$ cat config.mk
export PLATFORM = sky130hd
export DESIGN_NAME = intel_hex_record_parser_flat
export DESIGN_NICKNAME = d
export VERILOG_FILES = /design/src/sv/ihex_pkg.sv /design/src/sv/ihex_req_if.sv /design/src/sv/ihex_rsp_if.sv /design/src/sv/ihex_ram.sv /design/src/sv/ihex_front.sv /design/src/sv/ihex_queue.sv /design/src/sv/ihex_back.sv /design/src/sv/intel_hex_record_parser.sv /design/src/flat_wrapper.sv
export SDC_FILE = /design/constraint.sdc
export NUM_CORES = 2
export LEC_CHECK = 0
export BUFFER_PORTS_ARGS = -buffer_cell sky130_fd_sc_hd__buf_2
export CORE_MARGIN = 10
export CORE_UTILIZATION = 30
export DETAILED_ROUTE_END_ITERATION = 7
export SKIP_CTS_REPAIR_TIMING = 1
export SLEW_MARGIN = 15
export SYNTH_ARGS = -nofsm -noshare
export SYNTH_HDL_FRONTEND = slang
export SYNTH_SLANG_ARGS = --single-unit
$ cat constraint.sdc
create_clock -name clock -period 13.2 [get_ports clock]
set_input_delay 0.66 -clock clock [delete_from_list [all_inputs] [get_ports clock]]
set_output_delay 0.66 -clock clock [all_outputs]
set_load 0.02 [all_outputs]
$ cat src/sv/ihex_pkg.sv
// Package for the HEX record line parser: shared constants, codes, types and helpers.
// Used by the front end, queue, back end and top level of the parser; depends on nothing.
`default_nettype none

package ihex_pkg;

   // Size of the per-line data buffer, in bytes
   localparam int MAX_DATA_BYTES_DEFAULT = 32;

   // Reset value of the memory limit register
   localparam logic [32:0] MEMORY_LIMIT_RESET = 33'h0_0002_0000;

   // Character positions and fixed characters of a record line
   localparam logic [9:0] POS_SATURATED = 10'd1023;
   localparam logic [9:0] POS_TYPE      = 10'd8;
   localparam logic [9:0] LINE_OVERHEAD = 10'd11;
   localparam logic [7:0] CHAR_ZERO     = 8'h30;
   localparam logic [7:0] TYPE_DATA     = 8'h30;
   localparam logic [7:0] TYPE_EOF      = 8'h31;
   localparam logic [7:0] TYPE_EXT_LIN  = 8'h34;
   localparam logic [7:0] TYPE_START    = 8'h35;
   localparam logic [7:0] EXT_LEN       = 8'd2;
   localparam logic [7:0] START_LEN     = 8'd4;

   // Pair indexes of the header fields
   localparam logic [8:0] PAIR_LENGTH    = 9'd0;
   localparam logic [8:0] PAIR_ADDR_HIGH = 9'd1;
   localparam logic [8:0] PAIR_ADDR_LOW  = 9'd2;
   localparam logic [8:0] PAIR_TYPE      = 9'd3;
   localparam logic [8:0] PAIR_DATA      = 9'd4;

   // Configuration register index, taken from paddr[3]
   localparam logic CSR_MEMORY_LIMIT = 1'b0;

   // Result kinds
   localparam logic KIND_WRITE  = 1'b0;
   localparam logic KIND_STATUS = 1'b1;

   // Record status codes
   localparam logic [3:0] ST_DATA_OK   = 4'd0;
   localparam logic [3:0] ST_EXT_OK    = 4'd1;
   localparam logic [3:0] ST_START_OK  = 4'd2;
   localparam logic [3:0] ST_EOF       = 4'd3;
   localparam logic [3:0] ST_UNKNOWN   = 4'd4;
   localparam logic [3:0] ST_LENGTH    = 4'd5;
   localparam logic [3:0] ST_CHECKSUM  = 4'd6;
   localparam logic [3:0] ST_BOUNDS    = 4'd7;
   localparam logic [3:0] ST_BAD_EXT   = 4'd8;
   localparam logic [3:0] ST_BAD_START = 4'd9;
   localparam logic [3:0] ST_TOO_LONG  = 4'd10;

   // Summary of one finished line, passed from the front end to the back end
   typedef struct packed {
      logic        length_ok;
      logic        sum_ok;
      logic [7:0]  length;
      logic [15:0] offset;
      logic [7:0]  type_char;
      logic        bank;
   } line_desc_type;

   // Back end sequencer states
   typedef enum logic [2:0] {
      B_IDLE,
      B_JUDGE,
      B_READ,
      B_TAKE,
      B_APPLY,
      B_STATUS
   } back_state_type;

   // Value of one hex digit; anything that is not a hex digit counts as zero.
   function automatic logic [3:0] hex_nibble(input logic [7:0] c);
      logic [3:0] v;
      v = 4'd0;
      if (c >= 8'h30 && c <= 8'h39) v = 4'(c - 8'h30);
      else if (c >= 8'h41 && c <= 8'h46) v = 4'(c - 8'h37);
      else if (c >= 8'h61 && c <= 8'h66) v = 4'(c - 8'h57);
      return v;
   endfunction

   // Counter increment that sticks at all ones.
   function automatic logic [15:0] sat_inc16(input logic [15:0] v);
      logic [15:0] r;
      r = (v == 16'hFFFF) ? v : v + 16'd1;
      return r;
   endfunction

endpackage

`default_nettype wire

$ cat src/sv/ihex_req_if.sv
// Request channel of the parser: one line character per request, with a line end flag.
// Depends on nothing outside this file.
`default_nettype none

interface ihex_req_if;
   logic       valid;
   logic       ready;
   logic [7:0] ch;
   logic       line_end;

   modport source (output valid, output ch, output line_end, input ready);
   modport sink   (input valid, input ch, input line_end, output ready);
endinterface

`default_nettype wire

$ cat src/sv/ihex_rsp_if.sv
// Result channel of the parser: byte writes and per-line status items.
// Depends on nothing outside this file.
`default_nettype none

interface ihex_rsp_if;
   logic        valid;
   logic        ready;
   logic        kind;
   logic [31:0] write_address;
   logic [7:0]  write_data;
   logic [3:0]  status;
   logic [7:0]  record_type;
   logic [31:0] start_address;
   logic [15:0] error_total;
   logic [15:0] checksum_error_total;
   logic [15:0] record_total;
   logic [31:0] bytes_written_total;
   logic        last;

   modport source (output valid, output kind, output write_address, output write_data,
                   output status, output record_type, output start_address,
                   output error_total, output checksum_error_total, output record_total,
                   output bytes_written_total, output last, input ready);
   modport sink   (input valid, input kind, input write_address, input write_data,
                   input status, input record_type, input start_address,
                   input error_total, input checksum_error_total, input record_total,
                   input bytes_written_total, input last, output ready);
endinterface

`default_nettype wire

$ cat src/sv/ihex_ram.sv
// Generic single-write, single-read RAM with a registered read port.
// Self-contained; used for the line data buffer of the parser.
`default_nettype none

module ihex_ram #(
   parameter int WIDTH = 8,
   parameter int DEPTH = 64
) (
   input  wire logic                     clock,
   input  wire logic                     we,
   input  wire logic [$clog2(DEPTH)-1:0] waddr,
   input  wire logic [WIDTH-1:0]         wdata,
   input  wire logic [$clog2(DEPTH)-1:0] raddr,
   output logic      [WIDTH-1:0]         rdata
);

   logic [WIDTH-1:0] mem_ff [DEPTH];

   // Write port and registered read port
   always_ff @(posedge clock) begin
      if (we) begin
         mem_ff[waddr] <= wdata;
      end
      rdata <= mem_ff[raddr];
   end

endmodule

`default_nettype wire

$ cat src/sv/ihex_front.sv
// Front end of the parser: takes characters, decodes hex pairs, fills the data buffer
// and hands a line summary on at each line end. Depends on ihex_pkg and ihex_req_if.
`default_nettype none

module ihex_front #(
   parameter int MAX_DATA_BYTES = ihex_pkg::MAX_DATA_BYTES_DEFAULT,
   localparam int IDX_W = $clog2(MAX_DATA_BYTES)
) (
   input  wire logic                  clock,
   input  wire logic                  reset,
   ihex_req_if.sink                   req_chan,
   input  wire logic                  queue_full,
   output logic                       push,
   output ihex_pkg::line_desc_type    push_desc,
   output logic                       buf_we,
   output logic [IDX_W:0]             buf_waddr,
   output logic [7:0]                 buf_wdata
);
   import ihex_pkg::*;

   localparam logic [8:0] PAIR_DATA_END = 9'(4 + MAX_DATA_BYTES);

   logic [9:0]  pos_ff,  pos_in;
   logic [3:0]  hi_ff,   hi_in;
   logic [7:0]  len_ff,  len_in;
   logic [15:0] off_ff,  off_in;
   logic [7:0]  type_ff, type_in;
   logic [7:0]  sum_ff,  sum_in;
   logic        bank_ff, bank_in;

   logic        accept;
   logic [3:0]  nib;
   logic [7:0]  pair;
   logic [8:0]  k;
   logic [9:0]  expected;
   logic [8:0]  data_idx;

   assign req_chan.ready = !queue_full;
   assign accept = req_chan.valid && req_chan.ready;

   // Character decode and line state update
   always_comb begin
      pos_in    = pos_ff;
      hi_in     = hi_ff;
      len_in    = len_ff;
      off_in    = off_ff;
      type_in   = type_ff;
      sum_in    = sum_ff;
      bank_in   = bank_ff;
      buf_we    = 1'b0;
      nib       = hex_nibble(req_chan.ch);
      pair      = {hi_ff, nib};
      k         = 9'((pos_ff - 10'd2) >> 1);
      data_idx  = k - PAIR_DATA;
      buf_waddr = {bank_ff, data_idx[IDX_W-1:0]};
      buf_wdata = pair;
      push      = 1'b0;
      expected  = 10'd0;
      push_desc = '0;

      if (accept && pos_ff != POS_SATURATED) begin
         if (pos_ff == POS_TYPE) begin
            type_in = req_chan.ch;
         end
         if (pos_ff[0]) begin
            hi_in = nib;
         end else if (pos_ff >= 10'd2) begin
            unique case (k)
               PAIR_LENGTH:    len_in = pair;
               PAIR_ADDR_HIGH: off_in = {pair, off_ff[7:0]};
               PAIR_ADDR_LOW:  off_in = {off_ff[15:8], pair};
               default: begin
                  if (k >= PAIR_DATA && k < PAIR_DATA_END) begin
                     buf_we = 1'b1;
                  end
               end
            endcase
            if (k != PAIR_TYPE) begin
               sum_in = sum_ff + pair;
            end
         end
         pos_in = pos_ff + 10'd1;
      end

      // At the line end the summary leaves and the line state starts afresh
      if (accept && req_chan.line_end) begin
         expected            = LINE_OVERHEAD + {1'b0, len_in, 1'b0};
         push                = 1'b1;
         push_desc.length_ok = (pos_in == expected);
         push_desc.sum_ok    = (8'(sum_in + type_in - CHAR_ZERO) == 8'd0);
         push_desc.length    = len_in;
         push_desc.offset    = off_in;
         push_desc.type_char = type_in;
         push_desc.bank      = bank_ff;
         pos_in  = 10'd0;
         hi_in   = 4'd0;
         len_in  = 8'd0;
         off_in  = 16'd0;
         type_in = 8'd0;
         sum_in  = 8'd0;
         bank_in = !bank_ff;
      end
   end

   // Line state registers
   always_ff @(posedge clock) begin
      if (reset) begin
         pos_ff  <= 10'd0;
         hi_ff   <= 4'd0;
         len_ff  <= 8'd0;
         off_ff  <= 16'd0;
         type_ff <= 8'd0;
         sum_ff  <= 8'd0;
         bank_ff <= 1'b0;
      end else begin
         pos_ff  <= pos_in;
         hi_ff   <= hi_in;
         len_ff  <= len_in;
         off_ff  <= off_in;
         type_ff <= type_in;
         sum_ff  <= sum_in;
         bank_ff <= bank_in;
      end
   end

endmodule

`default_nettype wire

$ cat src/sv/ihex_queue.sv
// One-entry holding queue for line summaries between the front and back ends.
// Depends on ihex_pkg.
`default_nettype none

module ihex_queue (
   input  wire logic                    clock,
   input  wire logic                    reset,
   input  wire logic                    push,
   input  wire ihex_pkg::line_desc_type push_desc,
   output logic                         full,
   input  wire logic                    pop,
   output ihex_pkg::line_desc_type      head
);
   import ihex_pkg::*;

   logic          full_ff, full_in;
   line_desc_type desc_ff;

   assign full = full_ff;
   assign head = desc_ff;

   // Occupancy: a push only happens while empty
   always_comb begin
      full_in = full_ff;
      if (pop) full_in = 1'b0;
      if (push) full_in = 1'b1;
   end

   always_ff @(posedge clock) begin
      if (reset) begin
         full_ff <= 1'b0;
      end else begin
         full_ff <= full_in;
      end
   end

   always_ff @(posedge clock) begin
      if (push) begin
         desc_ff <= push_desc;
      end
   end

endmodule

`default_nettype wire

$ cat src/sv/ihex_back.sv
// Back end of the parser: judges each finished line, replays data bytes from the buffer
// and emits the status item. Depends on ihex_pkg and ihex_rsp_if.
`default_nettype none

module ihex_back #(
   parameter int MAX_DATA_BYTES = ihex_pkg::MAX_DATA_BYTES_DEFAULT,
   localparam int IDX_W = $clog2(MAX_DATA_BYTES)
) (
   input  wire logic                    clock,
   input  wire logic                    reset,
   input  wire logic                    line_valid,
   input  wire ihex_pkg::line_desc_type line_head,
   output logic                         line_pop,
   input  wire logic [32:0]             memory_limit,
   output logic [IDX_W:0]               buf_raddr,
   input  wire logic [7:0]              buf_rdata,
   ihex_rsp_if.source                   rsp_chan
);
   import ihex_pkg::*;

   localparam logic [7:0] MAX_LEN = 8'(MAX_DATA_BYTES);

   back_state_type state_ff, state_in;
   line_desc_type  desc_ff, desc_in;
   logic [IDX_W-1:0] idx_ff, idx_in;
   logic [31:0] acc_ff, acc_in;
   logic [3:0]  status_ff, status_in;
   logic [15:0] upper_ff, upper_in;
   logic [31:0] start_ff, start_in;
   logic [15:0] err_ff, err_in;
   logic [15:0] csum_ff, csum_in;
   logic [15:0] rec_ff, rec_in;
   logic [31:0] bytes_ff, bytes_in;

   logic        out_valid_ff, out_valid_in;
   logic        out_kind_ff, out_kind_in;
   logic [31:0] out_addr_ff, out_addr_in;
   logic [7:0]  out_data_ff, out_data_in;
   logic [3:0]  out_status_ff, out_status_in;
   logic [7:0]  out_type_ff, out_type_in;
   logic [31:0] out_start_ff, out_start_in;
   logic [15:0] out_err_ff, out_err_in;
   logic [15:0] out_csum_ff, out_csum_in;
   logic [15:0] out_rec_ff, out_rec_in;
   logic [31:0] out_bytes_ff, out_bytes_in;
   logic        out_last_ff, out_last_in;

   logic        slot_free;
   logic        load_out;
   logic [31:0] base_addr;
   logic [32:0] end_addr;
   logic        last_byte;

   assign slot_free = !out_valid_ff || rsp_chan.ready;
   assign base_addr = {upper_ff, desc_ff.offset};
   assign end_addr  = {1'b0, base_addr} + 33'(desc_ff.length);
   assign last_byte = (8'(idx_ff) == desc_ff.length - 8'd1);
   assign buf_raddr = {desc_ff.bank, idx_ff};

   // Sequencer: next state, architectural state and output register loads
   always_comb begin
      state_in      = state_ff;
      desc_in       = desc_ff;
      idx_in        = idx_ff;
      acc_in        = acc_ff;
      status_in     = status_ff;
      upper_in      = upper_ff;
      start_in      = start_ff;
      err_in        = err_ff;
      csum_in       = csum_ff;
      rec_in        = rec_ff;
      bytes_in      = bytes_ff;
      line_pop      = 1'b0;
      load_out      = 1'b0;
      out_kind_in   = out_kind_ff;
      out_addr_in   = out_addr_ff;
      out_data_in   = out_data_ff;
      out_status_in = out_status_ff;
      out_type_in   = out_type_ff;
      out_start_in  = out_start_ff;
      out_err_in    = out_err_ff;
      out_csum_in   = out_csum_ff;
      out_rec_in    = out_rec_ff;
      out_bytes_in  = out_bytes_ff;
      out_last_in   = out_last_ff;

      unique case (state_ff)
         B_IDLE: begin
            if (line_valid) begin
               line_pop = 1'b1;
               desc_in  = line_head;
               idx_in   = '0;
               state_in = B_JUDGE;
            end
         end

         // Checks in priority order: length, buffer size, checksum, then record type
         B_JUDGE: begin
            state_in = B_STATUS;
            if (!desc_ff.length_ok) begin
               err_in    = sat_inc16(err_ff);
               status_in = ST_LENGTH;
            end else if (desc_ff.length > MAX_LEN) begin
               err_in    = sat_inc16(err_ff);
               status_in = ST_TOO_LONG;
            end else if (!desc_ff.sum_ok) begin
               csum_in   = sat_inc16(csum_ff);
               status_in = ST_CHECKSUM;
            end else begin
               rec_in = sat_inc16(rec_ff);
               if (desc_ff.type_char == TYPE_DATA) begin
                  if (end_addr > memory_limit) begin
                     err_in    = sat_inc16(err_ff);
                     status_in = ST_BOUNDS;
                  end else begin
                     bytes_in  = bytes_ff + 32'(desc_ff.length);
                     status_in = ST_DATA_OK;
                     if (desc_ff.length != 8'd0) state_in = B_READ;
                  end
               end else if (desc_ff.type_char == TYPE_EXT_LIN) begin
                  if (desc_ff.length != EXT_LEN) begin
                     err_in    = sat_inc16(err_ff);
                     status_in = ST_BAD_EXT;
                  end else begin
                     status_in = ST_EXT_OK;
                     state_in  = B_READ;
                  end
               end else if (desc_ff.type_char == TYPE_START) begin
                  if (desc_ff.length != START_LEN) begin
                     status_in = ST_BAD_START;
                  end else begin
                     status_in = ST_START_OK;
                     state_in  = B_READ;
                  end
               end else if (desc_ff.type_char == TYPE_EOF) begin
                  status_in = ST_EOF;
               end else begin
                  status_in = ST_UNKNOWN;
               end
            end
         end

         // The buffer address is presented here; its data is ready in the next cycle
         B_READ: begin
            state_in = B_TAKE;
         end

         // Data bytes become write items; address bytes are gathered for the update
         B_TAKE: begin
            if (status_ff == ST_DATA_OK) begin
               if (slot_free) begin
                  load_out      = 1'b1;
                  out_kind_in   = KIND_WRITE;
                  out_addr_in   = base_addr + 32'(idx_ff);
                  out_data_in   = buf_rdata;
                  out_status_in = 4'd0;
                  out_type_in   = 8'd0;
                  out_start_in  = 32'd0;
                  out_err_in    = 16'd0;
                  out_csum_in   = 16'd0;
                  out_rec_in    = 16'd0;
                  out_bytes_in  = 32'd0;
                  out_last_in   = 1'b0;
                  idx_in        = idx_ff + 1'b1;
                  state_in      = last_byte ? B_STATUS : B_READ;
               end
            end else begin
               acc_in   = {acc_ff[23:0], buf_rdata};
               idx_in   = idx_ff + 1'b1;
               state_in = last_byte ? B_APPLY : B_READ;
            end
         end

         B_APPLY: begin
            if (status_ff == ST_EXT_OK) begin
               upper_in = acc_ff[15:0];
            end else begin
               start_in = acc_ff;
            end
            state_in = B_STATUS;
         end

         B_STATUS: begin
            if (slot_free) begin
               load_out      = 1'b1;
               out_kind_in   = KIND_STATUS;
               out_addr_in   = 32'd0;
               out_data_in   = 8'd0;
               out_status_in = status_ff;
               out_type_in   = desc_ff.type_char;
               out_start_in  = start_ff;
               out_err_in    = err_ff;
               out_csum_in   = csum_ff;
               out_rec_in    = rec_ff;
               out_bytes_in  = bytes_ff;
               out_last_in   = 1'b1;
               state_in      = B_IDLE;
            end
         end

         default: state_in = B_IDLE;
      endcase

      out_valid_in = out_valid_ff && !rsp_chan.ready;
      if (load_out) out_valid_in = 1'b1;
   end

   // Control state and the cross-line registers
   always_ff @(posedge clock) begin
      if (reset) begin
         state_ff     <= B_IDLE;
         out_valid_ff <= 1'b0;
         upper_ff     <= 16'd0;
         start_ff     <= 32'd0;
         err_ff       <= 16'd0;
         csum_ff      <= 16'd0;
         rec_ff       <= 16'd0;
         bytes_ff     <= 32'd0;
      end else begin
         state_ff     <= state_in;
         out_valid_ff <= out_valid_in;
         upper_ff     <= upper_in;
         start_ff     <= start_in;
         err_ff       <= err_in;
         csum_ff      <= csum_in;
         rec_ff       <= rec_in;
         bytes_ff     <= bytes_in;
      end
   end

   // Working and output payload registers
   always_ff @(posedge clock) begin
      desc_ff       <= desc_in;
      idx_ff        <= idx_in;
      acc_ff        <= acc_in;
      status_ff     <= status_in;
      out_kind_ff   <= out_kind_in;
      out_addr_ff   <= out_addr_in;
      out_data_ff   <= out_data_in;
      out_status_ff <= out_status_in;
      out_type_ff   <= out_type_in;
      out_start_ff  <= out_start_in;
      out_err_ff    <= out_err_in;
      out_csum_ff   <= out_csum_in;
      out_rec_ff    <= out_rec_in;
      out_bytes_ff  <= out_bytes_in;
      out_last_ff   <= out_last_in;
   end

   // Result channel
   assign rsp_chan.valid                = out_valid_ff;
   assign rsp_chan.kind                 = out_kind_ff;
   assign rsp_chan.write_address        = out_addr_ff;
   assign rsp_chan.write_data           = out_data_ff;
   assign rsp_chan.status               = out_status_ff;
   assign rsp_chan.record_type          = out_type_ff;
   assign rsp_chan.start_address        = out_start_ff;
   assign rsp_chan.error_total          = out_err_ff;
   assign rsp_chan.checksum_error_total = out_csum_ff;
   assign rsp_chan.record_total         = out_rec_ff;
   assign rsp_chan.bytes_written_total  = out_bytes_ff;
   assign rsp_chan.last                 = out_last_ff;

endmodule

`default_nettype wire

$ cat src/sv/intel_hex_record_parser.sv
// Top level of the HEX record line parser: front end, line queue, data buffer RAM,
// back end and the memory limit register. Depends on ihex_pkg and all ihex_* files.
//
//   Channel   Direction  Handshake               Carries
//   req_chan  in         valid/ready             ch, line_end: one line character
//   rsp_chan  out        valid/ready             byte writes, then one status item
//   APB       in         psel/penable/pwrite     memory_limit at byte address 0
//
// Characters are taken at one per cycle while the line queue has room. At a line end
// the back end pops the queue and judges the line, then for each data byte reads the
// buffer and loads an output item, and last loads the status item; an extended or start
// address record reads and gathers each address byte, then applies the new value.
// The data buffer has two banks, so the next line streams in while the back end replays
// the previous one. Request ready drops for one cycle after every line end, while the
// finished line sits in the queue, and stays low while it waits behind the one in progress.
// Reset is synchronous and clears all control state and counters; no clearing pass.
`default_nettype none

module intel_hex_record_parser #(
   parameter int MAX_DATA_BYTES = ihex_pkg::MAX_DATA_BYTES_DEFAULT
) (
   input  wire logic        clock,
   input  wire logic        reset,
   ihex_req_if.sink         req_chan,
   ihex_rsp_if.source       rsp_chan,
   input  wire logic        psel,
   input  wire logic        penable,
   input  wire logic        pwrite,
   input  wire logic [3:0]  paddr,
   input  wire logic [63:0] pwdata,
   output logic      [63:0] prdata,
   output logic             pready
);
   import ihex_pkg::*;

   localparam int IDX_W     = $clog2(MAX_DATA_BYTES);
   localparam int BUF_DEPTH = 2 * (2 ** IDX_W);

   logic [32:0]   limit_ff, limit_in;
   logic          q_push, q_full, q_pop;
   line_desc_type q_push_desc, q_head;
   logic          buf_we;
   logic [IDX_W:0] buf_waddr, buf_raddr;
   logic [7:0]    buf_wdata, buf_rdata;

   // Configuration register
   assign pready = 1'b1;
   assign prdata = (paddr[3] == CSR_MEMORY_LIMIT) ? {31'd0, limit_ff} : 64'd0;

   always_comb begin
      limit_in = limit_ff;
      if (psel && penable && pwrite && paddr[3] == CSR_MEMORY_LIMIT) begin
         limit_in = pwdata[32:0];
      end
   end

   always_ff @(posedge clock) begin
      if (reset) begin
         limit_ff <= MEMORY_LIMIT_RESET;
      end else begin
         limit_ff <= limit_in;
      end
   end

   // Character intake
   ihex_front #(.MAX_DATA_BYTES(MAX_DATA_BYTES)) u_front (
      .clock      (clock),
      .reset      (reset),
      .req_chan   (req_chan),
      .queue_full (q_full),
      .push       (q_push),
      .push_desc  (q_push_desc),
      .buf_we     (buf_we),
      .buf_waddr  (buf_waddr),
      .buf_wdata  (buf_wdata)
   );

   // Finished-line queue
   ihex_queue u_queue (
      .clock     (clock),
      .reset     (reset),
      .push      (q_push),
      .push_desc (q_push_desc),
      .full      (q_full),
      .pop       (q_pop),
      .head      (q_head)
   );

   // Two-bank data buffer
   ihex_ram #(.WIDTH(8), .DEPTH(BUF_DEPTH)) u_buffer (
      .clock (clock),
      .we    (buf_we),
      .waddr (buf_waddr),
      .wdata (buf_wdata),
      .raddr (buf_raddr),
      .rdata (buf_rdata)
   );

   // Line judgement and result generation
   ihex_back #(.MAX_DATA_BYTES(MAX_DATA_BYTES)) u_back (
      .clock        (clock),
      .reset        (reset),
      .line_valid   (q_full),
      .line_head    (q_head),
      .line_pop     (q_pop),
      .memory_limit (limit_ff),
      .buf_raddr    (buf_raddr),
      .buf_rdata    (buf_rdata),
      .rsp_chan     (rsp_chan)
   );

endmodule

`default_nettype wire

$ cat src/flat_wrapper.sv
// flat-port wrapper written by rule: the top's interface ports become plain ports
module intel_hex_record_parser_flat import ihex_pkg::*;
#(
   parameter int MAX_DATA_BYTES = ihex_pkg::MAX_DATA_BYTES_DEFAULT
)
  (clock, reset, psel, penable, pwrite, paddr, pwdata, prdata, pready, req_chan_valid, req_chan_ch, req_chan_line_end, req_chan_ready, rsp_chan_valid, rsp_chan_kind, rsp_chan_write_address, rsp_chan_write_data, rsp_chan_status, rsp_chan_record_type, rsp_chan_start_address, rsp_chan_error_total, rsp_chan_checksum_error_total, rsp_chan_record_total, rsp_chan_bytes_written_total, rsp_chan_last, rsp_chan_ready);
  ihex_req_if req_chan_i ();
  ihex_rsp_if rsp_chan_i ();
  input  wire logic clock;
  input  wire logic reset;
  input  wire logic psel;
  input  wire logic penable;
  input  wire logic pwrite;
  input  wire logic [3:0] paddr;
  input  wire logic [63:0] pwdata;
  output logic      [63:0] prdata;
  output logic pready;
  input wire logic [$bits(req_chan_i.valid)-1:0] req_chan_valid;
  input wire logic [$bits(req_chan_i.ch)-1:0] req_chan_ch;
  input wire logic [$bits(req_chan_i.line_end)-1:0] req_chan_line_end;
  output wire logic [$bits(req_chan_i.ready)-1:0] req_chan_ready;
  output wire logic [$bits(rsp_chan_i.valid)-1:0] rsp_chan_valid;
  output wire logic [$bits(rsp_chan_i.kind)-1:0] rsp_chan_kind;
  output wire logic [$bits(rsp_chan_i.write_address)-1:0] rsp_chan_write_address;
  output wire logic [$bits(rsp_chan_i.write_data)-1:0] rsp_chan_write_data;
  output wire logic [$bits(rsp_chan_i.status)-1:0] rsp_chan_status;
  output wire logic [$bits(rsp_chan_i.record_type)-1:0] rsp_chan_record_type;
  output wire logic [$bits(rsp_chan_i.start_address)-1:0] rsp_chan_start_address;
  output wire logic [$bits(rsp_chan_i.error_total)-1:0] rsp_chan_error_total;
  output wire logic [$bits(rsp_chan_i.checksum_error_total)-1:0] rsp_chan_checksum_error_total;
  output wire logic [$bits(rsp_chan_i.record_total)-1:0] rsp_chan_record_total;
  output wire logic [$bits(rsp_chan_i.bytes_written_total)-1:0] rsp_chan_bytes_written_total;
  output wire logic [$bits(rsp_chan_i.last)-1:0] rsp_chan_last;
  input wire logic [$bits(rsp_chan_i.ready)-1:0] rsp_chan_ready;
  assign req_chan_i.valid = req_chan_valid;
  assign req_chan_i.ch = req_chan_ch;
  assign req_chan_i.line_end = req_chan_line_end;
  assign req_chan_ready = req_chan_i.ready;
  assign rsp_chan_valid = rsp_chan_i.valid;
  assign rsp_chan_kind = rsp_chan_i.kind;
  assign rsp_chan_write_address = rsp_chan_i.write_address;
  assign rsp_chan_write_data = rsp_chan_i.write_data;
  assign rsp_chan_status = rsp_chan_i.status;
  assign rsp_chan_record_type = rsp_chan_i.record_type;
  assign rsp_chan_start_address = rsp_chan_i.start_address;
  assign rsp_chan_error_total = rsp_chan_i.error_total;
  assign rsp_chan_checksum_error_total = rsp_chan_i.checksum_error_total;
  assign rsp_chan_record_total = rsp_chan_i.record_total;
  assign rsp_chan_bytes_written_total = rsp_chan_i.bytes_written_total;
  assign rsp_chan_last = rsp_chan_i.last;
  assign rsp_chan_i.ready = rsp_chan_ready;
  intel_hex_record_parser #(.MAX_DATA_BYTES(MAX_DATA_BYTES)) u_core (.clock(clock), .reset(reset), .req_chan(req_chan_i), .rsp_chan(rsp_chan_i), .psel(psel), .penable(penable), .pwrite(pwrite), .paddr(paddr), .pwdata(pwdata), .prdata(prdata), .pready(pready));
endmodule
==> summary.txt <==
Route
  – Drt first pass iters: 5
  – Final wirelength: 104000 µm
  – DR DRC count: 0
  – Via Count: between 20000 and 30000
  – WL per Instance: 19.8 µm
  – Vias per cell: ~4.8
  – Initial DRC count: between 1500 and 2000
  – Routed Antenna Nets: 0

Worst setup path
  – R2R depth: 23
  – WS Path Type: register to register
  – RR Startpoint: u_core.u_back.desc_ff[25]
  – Crit path launch type: register
  – Crit end category: register
  – Worst Path Required: around 14 ns
  – Critical path fanouts, max: 14
  – Critical path arrival: 7.77 ns
  – Crit. Startpoint: u_core.u_back.desc_ff[25]

Finish
  – Share of layout cells above drive strength 1: between 10% and 20%
  – NumNets Final: 3482
  – Number of fill cells: approximately 14000
  – Multi-input logic area: 13900 µm²
  – Post-route cell area: around 50000 µm²
  – Final Instance Count excl. Fillers: approximately 5300
  – Area delta synth->final: 15.4%
  – Register area: 28300 µm²

STA
  – Maximum operating frequency: roughly 0.14 GHz
  – Fin crit period: around 7.2 ns
  – Sum Neg Setup Slack: 0 ns
  – Period Utilization, post-route: a little over half
  – Hold_ws: 0.197 ns
  – Worst-Margin Slew: between 1 and 1.5 ns
  – Final slew viol count: 0
  – Hold Fails Final Rpt: 0
  – Clock skew: ~0.044 ns
  – Final worst slack: between 5 and 6 ns
  – Setup violators final: 0
  – RSZ-0062 raised after global routing: no
  – Slew headroom: 25.9%

Clock network
  – CTS sink cnt: between 1000 and 1500
  – Root buf cell: clkbuf_16
  – Clock buffer depth: 3
  – H-tree depth: 3
  – CTS tree: built
  – Clock-pin slew on the worst setup and hold paths: 0.06 ns
  – Worst-skew pair later-pin latency: 0.69 ns
  – Cts bufs inserted: approximately 100

Power
  – Power Dens Cells: roughly 130 nW/µm²
  – Worst vdd ir: 107 µV
  – Leakage power: 16.1 nW

Logic synthesis
  – Post-Syn Area: 43200 µm²
  – Warning count from the yosys run: 0
  – Count leader, synth: edfxtp_1
  – Post-synth EDFFs: 788
  – Post-synth top cells: edfxtp_1, nor2_1, dfxtp_1
  – Prevailing post-synth register cell: edfxtp_1
  – Syn avg cell area: 14.1 µm²
  – Post-synthesis sequential element count: 1017
  – Yosys top cell by area: edfxtp_1
  – Synth unique cells: 85
  – Mapped Cells: 3057
  – Top cells by area, synth: edfxtp_1, dfxtp_1, mux4_2
  – Synth top area share: between 50% and 60%
  – Sequential fraction of the synthesis area: 65.4%
  – Share of flip-flops with an asynchronous set or reset: 0%

Placement
  – Placed Cells: roughly 5100
  – I/O Buffers: 250
  – Dpl cell area: 46400 µm²
  – Pre-CTS setup slack: about 5.9 ns
  – Routability cong.: 0.824
  – Detailed placement HPWL: 69700 µm

Floorplan
  – Die area: 160000 µm²
  – Core outline area: approximately 140000 µm²
  – Core Rows: 139
  – I/O pin count: 317
  – Starting density of the core: a little under a third
  – Die height: 399 µm
  – Die W: roughly 400 µm

Worst hold path
  – Hold path startpoint: pwdata[17]
  – Hold path cells: 2
  – Hold Path Class: input port to register

Run status
  – Status: finished clean

Job
  – Max_cap viols: 0

GRT
  – Gr ovfl total: 0
  – First-pass GRT wire length: 156000 µm
  – Vias in the first global route: between 20000 and 25000
  – Antenna violations before repair: 6
  – Gr usage total: between 10% and 20%
  – Largest net degree at the start of global routing: 104
-- placed cells by master, fill, tap and decap left out, drive strengths merged, types with 11 or more instances in the layout --
| cell | n |
|---|---|
| dfxtp | 229 |
| or3 | 22 |
| nor4 | 12 |
| nor2b | 46 |
| clkbuf | 136 |
| clkinv | 39 |
| and3 | 38 |
| and2 | 145 |
| mux2 | 15 |
| nand2 | 225 |
| inv | 96 |
| a21o | 20 |
| buf | 283 |
| a22o | 11 |
| ha | 96 |
| a211oi | 22 |
| edfxtp | 788 |
| a21oi | 133 |
| nand3 | 56 |
| xnor2 | 84 |
| nor2 | 334 |
| nand4 | 38 |
| xor2 | 56 |
| o21ai | 52 |
| nor3 | 18 |
| conb | 32 |
| mux4 | 168 |
| mux2i | 42 |
-- cells by family (layout without fill, tap and decap cells) --
family,Yosys count,count (layout),synth area share [%]
flops,1017,1017,65.4
simple gates,983,983,11.1
mux,225,225,10.2
other cells,2,33,0.0174
fa+ha+maj,101,101,3.01
buf+inv,271,568,2.77
compound gates,317,317,4.64
xor+xnor,141,141,2.89
-- metrics by stage --
stage	util [%]	power, mW
CTS	34.8	6.64
detailed placement	32.4	3.72
global placement	32.4	3.71
floorplan	-	3.65
global route	34.8	6.78
finish	34.8	6.57
-- path summary, 6_finish.rpt --
path | slack [ns] | endpoint
worst min register to register | 0.38 | u_core.u_back.base_addr[1]
worst max register to register | 5.98 | u_core.u_back.bytes_ff[22]
worst max-delay path | 5.98 | u_core.u_back.bytes_ff[22]
worst min-delay path | 0.20 | u_core.limit_ff[17]
-- registers in the layout, indices dropped and copies added (netlist names), 16 cells and up --
name	flops
u_core.u_buffer.mem_ff	512
u_core.u_queue.head	35
u_core.limit_ff	33
u_core.u_back.acc_ff	32
u_core.u_back.bytes_ff	32
u_core.u_back.rsp_chan.bytes_written_total	32
u_core.u_back.rsp_chan.start_address	32
u_core.u_back.rsp_chan.write_address	32
u_core.u_back.start_ff	32
u_core.u_back.desc_ff	18
u_core.u_back.base_addr	16
u_core.u_back.csum_ff	16
u_core.u_back.err_ff	16
u_core.u_back.rec_ff	16
u_core.u_back.rsp_chan.checksum_error_total	16
u_core.u_back.rsp_chan.error_total	16
u_core.u_back.rsp_chan.record_total	16
u_core.u_back.upper_ff	16
u_core.u_front.off_ff	16
-- layer usage --
layer | vias to the layer above | global-route usage, % | routed length, µm
li1 | 11700 | - | -
met1 | 12600 | 16.1 | 43700
met2 | 707 | 21.4 | 51200
met3 | 148 | 2.72 | 7220
met4 | 4 | 3.41 | 2380
met5 | - | 0 | 17
-- critical path: stages (launching register included) --
cell       delay [ns]
edfxtp_1         0.46
ha_1             0.21
inv_1            0.06
fa_1             0.40
nor2b_1          0.11
o21ai_0          0.11
a21boi_0         0.28
o21ai_0          0.15
a21boi_0         0.25
o21ai_0          0.14
a21boi_0         0.18
buf_4            0.23
nand3_1          0.12
xnor2_1          0.24
ha_1             0.30
a21o_1           0.18
a21o_1           0.16
a2111oi_0        0.36
o21ai_0          0.30
a211oi_1         0.71
nand4_1          0.79
a22oi_2          0.86
nand4_1          0.20
mux2_2           0.30
-- power by group --
group / switching (mW) / internal, mW / leakage [nW] / total (mW)
Sequential: 0.0181 / 3.44 / 8.23 / 3.46
Combinational: 0.127 / 0.0644 / 6.21 / 0.192
Clock: 1.23 / 1.69 / 1.66 / 2.92
-- layout make-up --
type,instances,share of cell area [%]
inverter,94,0.713
clock inverter,55,1.13
multi-input combinational,1799,27.9
clock buffer,136,5.75
tap,1903,4.78
antenna,1,0.00502
sequential,1017,56.7
timing repair buffer,283,3.05
Note: power is estimated with default switching activity, not from simulation.
